--- config.mk ---
export PLATFORM = sky130hd
export DESIGN_NAME = hmac_sha1_engine_top
export DESIGN_NICKNAME = d
export VERILOG_FILES = /design/src/hdl/hsha_pkg.sv /design/src/hdl/hsha_fifo.sv /design/src/hdl/hsha_front.sv /design/src/hdl/hsha_core.sv /design/src/hdl/hsha_back.sv /design/src/hdl/hmac_sha1_engine_top.sv
export SDC_FILE = /design/constraint.sdc
export NUM_CORES = 2
export LEC_CHECK = 0
export BUFFER_PORTS_ARGS = -buffer_cell sky130_fd_sc_hd__buf_4
export CELL_PAD_IN_SITES_DETAIL_PLACEMENT = 1
export CELL_PAD_IN_SITES_GLOBAL_PLACEMENT = 1
export CORE_ASPECT_RATIO = 1.2
export CORE_MARGIN = 4
export CORE_UTILIZATION = 30
export DETAILED_ROUTE_END_ITERATION = 16
export PLACE_DENSITY_LB_ADDON = 0.1
export SLEW_MARGIN = 20
export SYNTH_ARGS = -nofsm -noshare
export SYNTH_HDL_FRONTEND = slang
export SYNTH_SLANG_ARGS = --single-unit
--- constraint.sdc ---
create_clock -name clk -period 26.4 [get_ports clk]
set_input_delay 1.32 -clock clk [delete_from_list [all_inputs] [get_ports clk]]
set_output_delay 1.32 -clock clk [all_outputs]
set_load 0.02 [all_outputs]
--- src/hdl/hsha_pkg.sv ---
`timescale 1ns / 1ps
// ============================================================================
// hsha_pkg
// Shared types and constants for the HMAC-SHA1 engine.
// ============================================================================
package hsha_pkg;

    localparam int unsigned BLOCK_BYTES = 64;

    localparam logic OP_KEY = 1'b0;
    localparam logic OP_MSG = 1'b1;

    localparam logic [7:0] IPAD = 8'h36;
    localparam logic [7:0] OPAD = 8'h5C;
    localparam logic [7:0] PAD_MARK = 8'h80;

    typedef logic [4:0][31:0] words_t;

    localparam words_t SHA_IV = {32'hC3D2E1F0, 32'h10325476, 32'h98BADCFE,
                                 32'hEFCDAB89, 32'h67452301};

    // One input transaction.
    typedef struct packed {
        logic       opcode;
        logic [7:0] data_byte;
        logic       has_byte;
        logic       last;
    } in_t;

    // One result transaction.
    typedef struct packed {
        logic [31:0] digest_word;
        logic        word_last;
    } out_t;

    // Command queued from the front to the back; same fields as an input item.
    typedef in_t cmd_t;

    // Control from the sequencer to the compression unit.
    typedef struct packed {
        logic        init_cv;
        logic        wr_en;
        logic [5:0]  wr_pos;
        logic [7:0]  wr_byte;
        logic        len_en;
        logic [63:0] len_bits;
        logic        start;
    } core_ctrl_t;

    // Byte of a digest at byte position pos (0..19), big-endian.
    function automatic logic [7:0] digest_byte(input words_t d, input logic [4:0] pos);
        logic [31:0] w;
        logic [7:0]  b;
        w = d[pos[4:2]];
        unique case (pos[1:0])
            2'd0:    b = w[31:24];
            2'd1:    b = w[23:16];
            2'd2:    b = w[15:8];
            default: b = w[7:0];
        endcase
        return b;
    endfunction

endpackage

--- src/hdl/hsha_fifo.sv ---
`timescale 1ns / 1ps
// ============================================================================
// hsha_fifo
// Short command queue between the front classifier and the back sequencer.
// ============================================================================
module hsha_fifo #(
    parameter int unsigned DEPTH = 4
) (
    input  logic          clk,
    input  logic          rst_n,
    input  logic          push,
    input  hsha_pkg::cmd_t wdata,
    input  logic          pop,
    output hsha_pkg::cmd_t rdata,
    output logic          full,
    output logic          empty
);

    localparam int unsigned PTR_W = (DEPTH > 1) ? $clog2(DEPTH) : 1;
    localparam int unsigned CNT_W = $clog2(DEPTH + 1);
    localparam logic [PTR_W-1:0] LAST_PTR = PTR_W'(DEPTH - 1);

    hsha_pkg::cmd_t          mem_reg [DEPTH];
    logic [PTR_W-1:0]        wptr_reg, wptr_next;
    logic [PTR_W-1:0]        rptr_reg, rptr_next;
    logic [CNT_W-1:0]        cnt_reg, cnt_next;

    assign full  = (cnt_reg == CNT_W'(DEPTH));
    assign empty = (cnt_reg == '0);
    assign rdata = mem_reg[rptr_reg];

    always_comb
    begin
        wptr_next = wptr_reg;
        rptr_next = rptr_reg;
        cnt_next  = cnt_reg;
        if (push)
        begin
            wptr_next = (wptr_reg == LAST_PTR) ? '0 : wptr_reg + 1'b1;
        end
        if (pop)
        begin
            rptr_next = (rptr_reg == LAST_PTR) ? '0 : rptr_reg + 1'b1;
        end
        if (push && !pop)
        begin
            cnt_next = cnt_reg + 1'b1;
        end
        else if (pop && !push)
        begin
            cnt_next = cnt_reg - 1'b1;
        end
    end

    always_ff @(posedge clk or negedge rst_n)
    begin
        if (!rst_n)
        begin
            wptr_reg <= '0;
            rptr_reg <= '0;
            cnt_reg  <= '0;
        end
        else
        begin
            wptr_reg <= wptr_next;
            rptr_reg <= rptr_next;
            cnt_reg  <= cnt_next;
        end
    end

    always_ff @(posedge clk)
    begin
        if (push)
        begin
            mem_reg[wptr_reg] <= wdata;
        end
    end

endmodule

--- src/hdl/hsha_front.sv ---
`timescale 1ns / 1ps
// ============================================================================
// hsha_front
// Accepts input transactions, drops those that do nothing, queues the rest.
// ============================================================================
module hsha_front (
    input  logic           clk,
    input  logic           rst_n,
    input  logic           item_valid,
    output logic           item_stall,
    input  hsha_pkg::in_t  item,
    input  logic           full,
    output logic           push,
    output hsha_pkg::cmd_t cmd
);

    // Low while awaiting the key, high while the message streams.
    logic msg_phase_reg, msg_phase_next;
    logic take, relevant;

    assign item_stall = full;
    assign take       = item_valid && !full;
    assign relevant   = (item.opcode == (msg_phase_reg ? hsha_pkg::OP_MSG : hsha_pkg::OP_KEY))
                        && (item.has_byte || item.last);
    assign push       = take && relevant;
    assign cmd        = item;

    always_comb
    begin
        msg_phase_next = msg_phase_reg;
        if (push && item.last)
        begin
            msg_phase_next = !msg_phase_reg;
        end
    end

    always_ff @(posedge clk or negedge rst_n)
    begin
        if (!rst_n)
        begin
            msg_phase_reg <= 1'b0;
        end
        else
        begin
            msg_phase_reg <= msg_phase_next;
        end
    end

endmodule

--- src/hdl/hsha_core.sv ---
`timescale 1ns / 1ps
// ============================================================================
// hsha_core
// SHA-1 compression unit: one round per cycle over a 16-word window.
// ============================================================================
module hsha_core (
    input  logic                 clk,
    input  logic                 rst_n,
    input  hsha_pkg::core_ctrl_t ctrl,
    output logic                 busy,
    output hsha_pkg::words_t     cv
);

    function automatic logic [31:0] rotl(input logic [31:0] x, input int unsigned n);
        return (x << n) | (x >> (32 - n));
    endfunction

    logic [15:0][31:0] w_reg, w_next;
    logic [31:0] a_reg, b_reg, c_reg, d_reg, e_reg;
    logic [31:0] a_next, b_next, c_next, d_next, e_next;
    logic [6:0]  round_reg, round_next;
    logic        busy_reg, busy_next;
    hsha_pkg::words_t cv_reg, cv_next;
    logic [31:0] f, k, t, wnew;

    assign busy = busy_reg;
    assign cv   = cv_reg;

    always_comb
    begin
        w_next     = w_reg;
        a_next     = a_reg;
        b_next     = b_reg;
        c_next     = c_reg;
        d_next     = d_reg;
        e_next     = e_reg;
        round_next = round_reg;
        busy_next  = busy_reg;
        cv_next    = cv_reg;
        f = 32'h0;
        k = 32'h0;
        priority if (round_reg < 7'd20)
        begin
            f = (b_reg & c_reg) | (~b_reg & d_reg);
            k = 32'h5A827999;
        end
        else if (round_reg < 7'd40)
        begin
            f = b_reg ^ c_reg ^ d_reg;
            k = 32'h6ED9EBA1;
        end
        else if (round_reg < 7'd60)
        begin
            f = (b_reg & c_reg) | (b_reg & d_reg) | (c_reg & d_reg);
            k = 32'h8F1BBCDC;
        end
        else
        begin
            f = b_reg ^ c_reg ^ d_reg;
            k = 32'hCA62C1D6;
        end
        t    = rotl(a_reg, 5) + f + e_reg + k + w_reg[0];
        wnew = rotl(w_reg[13] ^ w_reg[8] ^ w_reg[2] ^ w_reg[0], 1);

        if (busy_reg)
        begin
            if (round_reg != 7'd80)
            begin
                e_next = d_reg;
                d_next = c_reg;
                c_next = rotl(b_reg, 30);
                b_next = a_reg;
                a_next = t;
                w_next = {wnew, w_reg[15:1]};
                round_next = round_reg + 7'd1;
            end
            else
            begin
                cv_next[0] = cv_reg[0] + a_reg;
                cv_next[1] = cv_reg[1] + b_reg;
                cv_next[2] = cv_reg[2] + c_reg;
                cv_next[3] = cv_reg[3] + d_reg;
                cv_next[4] = cv_reg[4] + e_reg;
                busy_next  = 1'b0;
            end
        end
        else
        begin
            if (ctrl.wr_en)
            begin
                unique case (ctrl.wr_pos[1:0])
                    2'd0:    w_next[ctrl.wr_pos[5:2]][31:24] = ctrl.wr_byte;
                    2'd1:    w_next[ctrl.wr_pos[5:2]][23:16] = ctrl.wr_byte;
                    2'd2:    w_next[ctrl.wr_pos[5:2]][15:8]  = ctrl.wr_byte;
                    default: w_next[ctrl.wr_pos[5:2]][7:0]   = ctrl.wr_byte;
                endcase
            end
            if (ctrl.len_en)
            begin
                w_next[14] = ctrl.len_bits[63:32];
                w_next[15] = ctrl.len_bits[31:0];
            end
            if (ctrl.start)
            begin
                a_next     = cv_reg[0];
                b_next     = cv_reg[1];
                c_next     = cv_reg[2];
                d_next     = cv_reg[3];
                e_next     = cv_reg[4];
                round_next = 7'd0;
                busy_next  = 1'b1;
            end
            if (ctrl.init_cv)
            begin
                cv_next = hsha_pkg::SHA_IV;
            end
        end
    end

    always_ff @(posedge clk or negedge rst_n)
    begin
        if (!rst_n)
        begin
            busy_reg  <= 1'b0;
            round_reg <= '0;
            cv_reg    <= hsha_pkg::SHA_IV;
        end
        else
        begin
            busy_reg  <= busy_next;
            round_reg <= round_next;
            cv_reg    <= cv_next;
        end
    end

    always_ff @(posedge clk)
    begin
        w_reg <= w_next;
        a_reg <= a_next;
        b_reg <= b_next;
        c_reg <= c_next;
        d_reg <= d_next;
        e_reg <= e_next;
    end

endmodule

--- src/hdl/hsha_back.sv ---
`timescale 1ns / 1ps
// ============================================================================
// hsha_back
// Sequencer that carries out queued commands: key storage, padding,
// inner and outer hash, and delivery of the five digest words.
// ============================================================================
module hsha_back (
    input  logic                 clk,
    input  logic                 rst_n,
    input  logic                 empty,
    input  hsha_pkg::cmd_t       head,
    output logic                 pop,
    output hsha_pkg::core_ctrl_t core_ctrl,
    input  logic                 core_busy,
    input  hsha_pkg::words_t     cv,
    output logic                 digest_valid,
    input  logic                 digest_stall,
    output hsha_pkg::out_t       digest
);

    localparam logic [3:0] S_IDLE    = 4'd0;
    localparam logic [3:0] S_HAS     = 4'd1;
    localparam logic [3:0] S_LAST    = 4'd2;
    localparam logic [3:0] S_SWEEP   = 4'd3;
    localparam logic [3:0] S_PAD80   = 4'd4;
    localparam logic [3:0] S_PADZ    = 4'd5;
    localparam logic [3:0] S_LEN     = 4'd6;
    localparam logic [3:0] S_FWAIT   = 4'd7;
    localparam logic [3:0] S_KEYDIG  = 4'd8;
    localparam logic [3:0] S_KEYWR   = 4'd9;
    localparam logic [3:0] S_START36 = 4'd10;
    localparam logic [3:0] S_INNER   = 4'd11;
    localparam logic [3:0] S_IDIG    = 4'd12;
    localparam logic [3:0] S_EMIT    = 4'd13;

    localparam logic [5:0] LAST_POS = 6'(hsha_pkg::BLOCK_BYTES - 1);
    localparam logic [5:0] LEN_POS  = 6'(hsha_pkg::BLOCK_BYTES - 8);

    logic [3:0]  state_reg, state_next;
    logic [3:0]  sweep_ret_reg, sweep_ret_next;
    logic [3:0]  fin_ret_reg, fin_ret_next;
    hsha_pkg::cmd_t cmd_reg, cmd_next;
    logic [6:0]  key_len_reg, key_len_next;
    logic        long_reg, long_next;
    logic [5:0]  fill_reg, fill_next;
    logic [60:0] count_reg, count_next;
    logic [6:0]  sweep_idx_reg, sweep_idx_next;
    logic        pipe_v_reg, pipe_v_next;
    logic [7:0]  mask_reg, mask_next;
    logic [4:0]  idx_reg, idx_next;
    hsha_pkg::words_t inner_reg, inner_next;
    logic        out_valid_reg, out_valid_next;
    hsha_pkg::out_t out_reg, out_next;

    // Key store: memory with one valid bit per entry, registered read.
    logic [7:0]  key_mem [hsha_pkg::BLOCK_BYTES];
    logic [63:0] key_vld_reg;
    logic [7:0]  rd_data_reg;
    logic        rd_vld_reg;
    logic        km_we, km_clr;
    logic [5:0]  km_addr;
    logic [7:0]  km_data;

    logic        hb_en, pb_en, do_sweep;
    logic [7:0]  hb_byte, sweep_mask;
    logic [3:0]  sweep_ret;

    assign digest_valid = out_valid_reg;
    assign digest       = out_reg;

    always_comb
    begin
        state_next     = state_reg;
        sweep_ret_next = sweep_ret_reg;
        fin_ret_next   = fin_ret_reg;
        cmd_next       = cmd_reg;
        key_len_next   = key_len_reg;
        long_next      = long_reg;
        fill_next      = fill_reg;
        count_next     = count_reg;
        sweep_idx_next = sweep_idx_reg;
        pipe_v_next    = pipe_v_reg;
        mask_next      = mask_reg;
        idx_next       = idx_reg;
        inner_next     = inner_reg;
        out_next       = out_reg;
        out_valid_next = out_valid_reg && digest_stall;
        pop        = 1'b0;
        km_we      = 1'b0;
        km_clr     = 1'b0;
        km_addr    = key_len_reg[5:0];
        km_data    = cmd_reg.data_byte;
        hb_en      = 1'b0;
        pb_en      = 1'b0;
        hb_byte    = 8'h00;
        do_sweep   = 1'b0;
        sweep_mask = 8'h00;
        sweep_ret  = S_IDLE;
        core_ctrl  = '0;
        core_ctrl.wr_pos   = fill_reg;
        core_ctrl.len_bits = {count_reg, 3'b000};

        unique case (state_reg)
            S_IDLE:
            begin
                if (!empty)
                begin
                    pop        = 1'b1;
                    cmd_next   = head;
                    state_next = S_HAS;
                end
            end
            S_HAS:
            begin
                if (!core_busy)
                begin
                    priority if (!cmd_reg.has_byte)
                    begin
                        state_next = S_LAST;
                    end
                    else if (cmd_reg.opcode == hsha_pkg::OP_MSG || long_reg)
                    begin
                        hb_en      = 1'b1;
                        hb_byte    = cmd_reg.data_byte;
                        state_next = S_LAST;
                    end
                    else if (!key_len_reg[6])
                    begin
                        km_we        = 1'b1;
                        key_len_next = key_len_reg + 7'd1;
                        state_next   = S_LAST;
                    end
                    else
                    begin
                        // Key overflows one block: hash what is stored so far.
                        long_next = 1'b1;
                        do_sweep  = 1'b1;
                        sweep_ret = S_HAS;
                    end
                end
            end
            S_LAST:
            begin
                priority if (!cmd_reg.last)
                begin
                    state_next = S_IDLE;
                end
                else if (cmd_reg.opcode == hsha_pkg::OP_KEY && !long_reg)
                begin
                    state_next = S_START36;
                end
                else
                begin
                    fin_ret_next = (cmd_reg.opcode == hsha_pkg::OP_KEY) ? S_KEYDIG : S_INNER;
                    state_next   = S_PAD80;
                end
            end
            S_SWEEP:
            begin
                pipe_v_next    = !sweep_idx_reg[6];
                sweep_idx_next = sweep_idx_reg + {6'd0, !sweep_idx_reg[6]};
                if (pipe_v_reg)
                begin
                    hb_en   = 1'b1;
                    hb_byte = (rd_vld_reg ? rd_data_reg : 8'h00) ^ mask_reg;
                    if (fill_reg == LAST_POS)
                    begin
                        pipe_v_next = 1'b0;
                        state_next  = sweep_ret_reg;
                    end
                end
            end
            S_PAD80:
            begin
                if (!core_busy)
                begin
                    pb_en      = 1'b1;
                    hb_byte    = hsha_pkg::PAD_MARK;
                    state_next = S_PADZ;
                end
            end
            S_PADZ:
            begin
                if (!core_busy)
                begin
                    if (fill_reg == LEN_POS)
                    begin
                        state_next = S_LEN;
                    end
                    else
                    begin
                        pb_en = 1'b1;
                    end
                end
            end
            S_LEN:
            begin
                if (!core_busy)
                begin
                    core_ctrl.len_en = 1'b1;
                    core_ctrl.start  = 1'b1;
                    fill_next        = '0;
                    state_next       = S_FWAIT;
                end
            end
            S_FWAIT:
            begin
                if (!core_busy)
                begin
                    state_next = fin_ret_reg;
                end
            end
            S_KEYDIG:
            begin
                km_clr       = 1'b1;
                key_len_next = 7'd20;
                idx_next     = '0;
                state_next   = S_KEYWR;
            end
            S_KEYWR:
            begin
                km_we    = 1'b1;
                km_addr  = {1'b0, idx_reg};
                km_data  = hsha_pkg::digest_byte(cv, idx_reg);
                idx_next = idx_reg + 5'd1;
                if (idx_reg == 5'd19)
                begin
                    state_next = S_START36;
                end
            end
            S_START36:
            begin
                if (!core_busy)
                begin
                    do_sweep   = 1'b1;
                    sweep_mask = hsha_pkg::IPAD;
                    sweep_ret  = S_IDLE;
                end
            end
            S_INNER:
            begin
                inner_next = cv;
                idx_next   = '0;
                do_sweep   = 1'b1;
                sweep_mask = hsha_pkg::OPAD;
                sweep_ret  = S_IDIG;
            end
            S_IDIG:
            begin
                if (!core_busy)
                begin
                    hb_en    = 1'b1;
                    hb_byte  = hsha_pkg::digest_byte(inner_reg, idx_reg);
                    idx_next = idx_reg + 5'd1;
                    if (idx_reg == 5'd19)
                    begin
                        idx_next     = '0;
                        fin_ret_next = S_EMIT;
                        state_next   = S_PAD80;
                    end
                end
            end
            S_EMIT:
            begin
                if (!out_valid_reg || !digest_stall)
                begin
                    out_valid_next       = 1'b1;
                    out_next.digest_word = cv[idx_reg[2:0]];
                    out_next.word_last   = (idx_reg == 5'd4);
                    idx_next             = idx_reg + 5'd1;
                    if (idx_reg == 5'd4)
                    begin
                        // Back to the state after reset.
                        idx_next          = '0;
                        km_clr            = 1'b1;
                        key_len_next      = '0;
                        long_next         = 1'b0;
                        fill_next         = '0;
                        count_next        = '0;
                        core_ctrl.init_cv = 1'b1;
                        state_next        = S_IDLE;
                    end
                end
            end
            default:
            begin
                state_next = S_IDLE;
            end
        endcase

        if (do_sweep)
        begin
            core_ctrl.init_cv = 1'b1;
            fill_next         = '0;
            count_next        = '0;
            sweep_idx_next    = '0;
            pipe_v_next       = 1'b0;
            mask_next         = sweep_mask;
            sweep_ret_next    = sweep_ret;
            state_next        = S_SWEEP;
        end

        if (hb_en || pb_en)
        begin
            core_ctrl.wr_en   = 1'b1;
            core_ctrl.wr_byte = hb_byte;
            fill_next         = fill_reg + 6'd1;
            if (fill_reg == LAST_POS)
            begin
                core_ctrl.start = 1'b1;
            end
        end
        if (hb_en && count_reg != '1)
        begin
            count_next = count_reg + 61'd1;
        end
    end

    always_ff @(posedge clk or negedge rst_n)
    begin
        if (!rst_n)
        begin
            state_reg     <= S_IDLE;
            sweep_ret_reg <= S_IDLE;
            fin_ret_reg   <= S_IDLE;
            key_len_reg   <= '0;
            long_reg      <= 1'b0;
            fill_reg      <= '0;
            count_reg     <= '0;
            sweep_idx_reg <= '0;
            pipe_v_reg    <= 1'b0;
            idx_reg       <= '0;
            out_valid_reg <= 1'b0;
            key_vld_reg   <= '0;
        end
        else
        begin
            state_reg     <= state_next;
            sweep_ret_reg <= sweep_ret_next;
            fin_ret_reg   <= fin_ret_next;
            key_len_reg   <= key_len_next;
            long_reg      <= long_next;
            fill_reg      <= fill_next;
            count_reg     <= count_next;
            sweep_idx_reg <= sweep_idx_next;
            pipe_v_reg    <= pipe_v_next;
            idx_reg       <= idx_next;
            out_valid_reg <= out_valid_next;
            if (km_clr)
            begin
                key_vld_reg <= '0;
            end
            else if (km_we)
            begin
                key_vld_reg[km_addr] <= 1'b1;
            end
        end
    end

    always_ff @(posedge clk)
    begin
        cmd_reg     <= cmd_next;
        mask_reg    <= mask_next;
        inner_reg   <= inner_next;
        out_reg     <= out_next;
        if (km_we)
        begin
            key_mem[km_addr] <= km_data;
        end
        rd_data_reg <= key_mem[sweep_idx_reg[5:0]];
        rd_vld_reg  <= key_vld_reg[sweep_idx_reg[5:0]];
    end

endmodule

--- src/hdl/hmac_sha1_engine_top.sv ---
`timescale 1ns / 1ps
// ============================================================================
// hmac_sha1_engine_top
// Streaming HMAC-SHA1 engine: key bytes, then message bytes, in; five
// big-endian digest words out.
// ============================================================================
//
//  Channel  | Handshake                 | Payload
//  ---------+---------------------------+-------------------------------------
//  item     | item_valid / item_stall   | opcode, data_byte, has_byte, last
//  digest   | digest_valid / digest_stall | digest_word, word_last
//
// A transaction is taken at a rising edge with valid high and stall low.
// A plain key or message byte costs one queue slot and passes through the
// sequencer's pop, write and end-check states; once a 64-byte block fills,
// the next byte waits for the compression (80 rounds and the chaining
// update). Key end costs a pad sweep (a key-store read, then 64 writes) that
// starts one block; a long key first adds a padded finish and 20 digest-byte
// writes. Message end costs two padded finishes and an outer key sweep, plus
// a further compression when the inner padding spills into another block.
// Reset clears all control state at once; there is no clearing pass.
// item_stall rises only when the command queue is full; digest_stall holds
// the output register and, behind it, the sequencer.
//
module hmac_sha1_engine_top #(
    parameter int unsigned QUEUE_DEPTH = 4
) (
    input  logic            clk,
    input  logic            rst_n,
    input  logic            item_valid,
    output logic            item_stall,
    input  hsha_pkg::in_t   item,
    output logic            digest_valid,
    input  logic            digest_stall,
    output hsha_pkg::out_t  digest
);

    hsha_pkg::cmd_t       push_cmd;
    hsha_pkg::cmd_t       head_cmd;
    logic                 push;
    logic                 pop;
    logic                 q_full;
    logic                 q_empty;
    hsha_pkg::core_ctrl_t core_ctrl;
    logic                 core_busy;
    hsha_pkg::words_t     cv;

    // The front tracks the key/message phase itself and drops transactions
    // that the engine would ignore, so the queue only holds real work.
    hsha_front u_front (
        .clk        (clk),
        .rst_n      (rst_n),
        .item_valid (item_valid),
        .item_stall (item_stall),
        .item       (item),
        .full       (q_full),
        .push       (push),
        .cmd        (push_cmd)
    );

    hsha_fifo #(
        .DEPTH (QUEUE_DEPTH)
    ) u_fifo (
        .clk   (clk),
        .rst_n (rst_n),
        .push  (push),
        .wdata (push_cmd),
        .pop   (pop),
        .rdata (head_cmd),
        .full  (q_full),
        .empty (q_empty)
    );

    // The back sequences key storage, padding and both hash passes.
    hsha_back u_back (
        .clk          (clk),
        .rst_n        (rst_n),
        .empty        (q_empty),
        .head         (head_cmd),
        .pop          (pop),
        .core_ctrl    (core_ctrl),
        .core_busy    (core_busy),
        .cv           (cv),
        .digest_valid (digest_valid),
        .digest_stall (digest_stall),
        .digest       (digest)
    );

    hsha_core u_core (
        .clk   (clk),
        .rst_n (rst_n),
        .ctrl  (core_ctrl),
        .busy  (core_busy),
        .cv    (cv)
    );

    // A block may only be started while the compression unit is free.
    a_start_idle: assert property (@(posedge clk) disable iff (!rst_n)
        core_ctrl.start |-> !core_busy)
        else $error("compression started while busy");

    // The window must not be written while rounds are running.
    a_write_idle: assert property (@(posedge clk) disable iff (!rst_n)
        (core_ctrl.wr_en || core_ctrl.len_en || core_ctrl.init_cv) |-> !core_busy)
        else $error("block buffer written during compression");

    // The sequencer never pops an empty queue.
    a_pop_nonempty: assert property (@(posedge clk) disable iff (!rst_n)
        pop |-> !q_empty)
        else $error("pop from empty command queue");

endmodule

==> impl_results.md <==
* Leakage power at 0.03584 µW
* Worst vdd ir at about 0.12 mV
* Power Density at 141.6 mW/mm²
* Outcome: complete, no violations
* CTS tree: done
* Maximum fanout along the worst path at 21
* Initial core utilization at 0.3020
* Synth Cell Area at slightly above 0.09 mm²
* TritonCTS sink count at ~1,800
* Final Hold Fails at 0
* Final worst-path cycle share at 0.2714
* Commonest non-fill, non-tap cell in the layout: edfxtp_1
* First DRT Iteration DRCs at 5,519
* Synth Register Bits at roughly 1,800
* Core area at slightly above 0.3 mm²
* # resized after CTS at 0
* RePlAce Congestion at about 0.85
* Post-synth EDFFs at 1,435
* Reg power frac at 0.338
* Initial antenna violation count at 22
* Synthesized instance count at approximately 7,200
* Post-CTS setup buffers at 0
* MaxCap Viol Count at 0
* Final setup skew at 0.09328 ns
* Die Wd at a little over 500 µm
* Routed Antenna Nets at 0
* Cell internal pwr at 8365 µW
* First-pass GRT wire length at 514.6 mm
* Total track usage at 0.2255
* Core Rows at 221
* Clock-pin slew on the worst setup and hold paths at 0.06 ns
* Critical Path Sink Type: flip-flop
* Fin crit period at 7.164 ns
* Via count at 63,340
* Worst R2R Path Depth at 25
* Setup CP Type: flip-flop to flip-flop
* Ports at 50
* Remaining DRCs at 0
* Grt ovf at 0
* Largest net degree at the start of global routing at approximately 160
* Hold WC Path Type: input pin to async pin
* Fill count at 31,950
* Critical path required time at 27.02 ns
* Final #Nets at 7,562
* Final WL at 361.7 mm
* Slew HR at 0.2063
* Netlist cell types at between 100 and 150
* Final setup viols at 0
* Async SR Flop Fraction at 0.1901
* Clock Power Share at 0.202
* DP HPWL at 251.3 mm
* Die area at 0.3137 mm²
* Die Ht at 612.8 µm
* Synthesized Nets at 7,557
* WP data arrival at 7.78 ns
* # hold bufs at CTS at 0
* Sequential area share after synthesis at 0.5671
* Setup Total Neg Slack at 0 ns
* Post-synth top flop: edfxtp_1
* TritonRoute pass-1 iters at 9
* Htree depth at 4
* Vias per cell at 5.557
* Area Overhead vs Synth at 13.16%
* Switch share at 0.4289
* Skew-Pair Late Insertion Delay at 0.92 ns
* Comb pwr share at 0.459
* Hold WS at 0.3922 ns
* Warnings from Yosys at 0
* Max Slew Vio Count at 0
* Crit start category: flip-flop
* Port buffer count at 49
* Net Switching at 6281 µW
* CTS Buf Count at 210
* Vias in the first global route at 65,860
* Most frequent cells in the layout: edfxtp_1, o21ai_0, nand2_1, a22oi_1, nor2_1
* Root buf cell: clkbuf_16
* Layout cell share with drive strength beyond 1 at 0.1487
* Slew at the pin with the worst max-slew slack at 1.191 ns
* Post-Syn Area per Cell at around 13 µm²
* Maximum clock path buffer count at 4
* RSZ-0062 raised after global routing: false
* WL/cell at 31.74 µm
* Fmax at 0.1396 GHz
worst paths after layout:
path | startpoint | slack (ns) | to
worst max-delay path | u_core.round_reg[3]$_DFFE_PN0P_ | 19.24 | u_core.a_reg[29]$_DFFE_PP_
worst min-delay path | rst_n | 0.39 | u_back.count_reg[36]$_DFFE_PN0P_
worst max register to register | u_core.round_reg[3]$_DFFE_PN0P_ | 19.24 | u_core.a_reg[29]$_DFFE_PP_
worst min register to register | u_back.key_vld_reg[30]$_DFFE_PN0P_ | 0.49 | u_back.key_vld_reg[30]$_DFFE_PN0P_
max in group asynchronous | rst_n | 22.48 | u_core.cv[120]$_DFFE_PN0P_
min in group clk | u_back.key_vld_reg[30]$_DFFE_PN0P_ | 0.49 | u_back.key_vld_reg[30]$_DFFE_PN0P_
routing by layer:
metal | global-route usage | wire length [µm] | vias to the layer above
met5 | 0 | 13 | -
met4 | 0.08055 | 14540 | 2
met3 | 0.02100 | 11680 | 461
met2 | 0.3952 | 181700 | 1316
met1 | 0.2906 | 153700 | 33770
li1 | - | - | 27780
per-stage QoR:
step	worst slack [ns]	total power, µW	cells	utilization	area (µm²)
floorplan	17.11	9241	7202	-	91430
global placement	19.32	11670	11010	0.3190	96590
detailed placement	19.24	11760	11010	0.3191	96610
CTS	19.21	14790	11390	0.3416	103400
global route	18.76	15560	11390	0.3417	103500
finish	19.24	14650	11400	0.3417	103500
cell type report:
cell class | instances | area, µm² | share of cell area
inverters | 269 | 1017 | 0.009832
clock buffers | 292 | 5959 | 0.05760
multi-input cells | 4745 | 37140 | 0.3589
diodes | 4 | 10.01 | 0.00009674
flip-flops and latches | 1783 | 51880 | 0.5014
clock inverters | 92 | 859.6 | 0.008308
repair buffers | 198 | 1577 | 0.01524
well taps | 4014 | 5022 | 0.04854
power by group through the flow:
stage / clock [µW] / sequential, µW / combinational, µW
finish: 2960 / 4960 / 6730
detailed placement: 0 / 5000 / 6750
global route: 3160 / 5010 / 7390
floorplan: 0 / 4680 / 4560
CTS: 3050 / 4960 / 6780
global placement: 0 / 5000 / 6670
synth_stat cells, types with 80 or more instances:
cell      instances  share of area
dfstp_2          80          0.023
o21a_1           89         0.0073
nand3_1         103         0.0056
mux2_2          144          0.018
o21ai_0         776          0.042
inv_1           265          0.011
a22oi_1         485          0.040
fa_1            120          0.026
nor2_1          388          0.016
mux2i_1         129          0.014
clkbuf_1        316          0.013
mux4_2          248          0.061
edfxtp_1       1435           0.47
a21oi_1         303          0.017
dfrtp_1         259          0.071
xnor2_1         172          0.016
xor2_1          122          0.012
a21o_1           91         0.0075
ha_1            220          0.030
nand2_1         513          0.021
worst max-delay path, cell delays in order (launching register included):
cell and delay (ns):
dfrtp_1 0.47, and3_1 0.28, or3_1 0.36, buf_4 0.24, inv_1 0.09, buf_4 0.31
nor2_2 0.09, inv_1 0.65, o221ai_1 0.31, fa_1 0.56, inv_1 0.05, fa_1 0.47
inv_1 0.05, fa_1 0.47, inv_1 0.04, ha_1 0.35, a21oi_1 0.16, nor2_1 0.06
a211oi_1 0.30, nor2_1 0.08, a211oi_1 0.26, o31ai_2 0.18, a31oi_1 0.44, a311oi_1 0.19
xor2_1 0.17, mux2_2 0.27
cells by family (layout without fill, tap and decap cells):
kind of cell / Yosys count / in the layout / synth area share
buffers and inverters: 674 / 851 / 0.02948
AO/OA/AOI/OAI: 2258 / 2258 / 0.1600
XOR/XNOR: 294 / 294 / 0.02816
AND/OR/NAND/NOR: 1332 / 1332 / 0.06589
multiplexers: 521 / 521 / 0.09295
adder cells (fa/ha/maj): 340 / 340 / 0.05638
flip-flops: 1783 / 1783 / 0.5671
other: 0 / 4 / 0
Note: power is estimated with default switching activity, not from simulation.
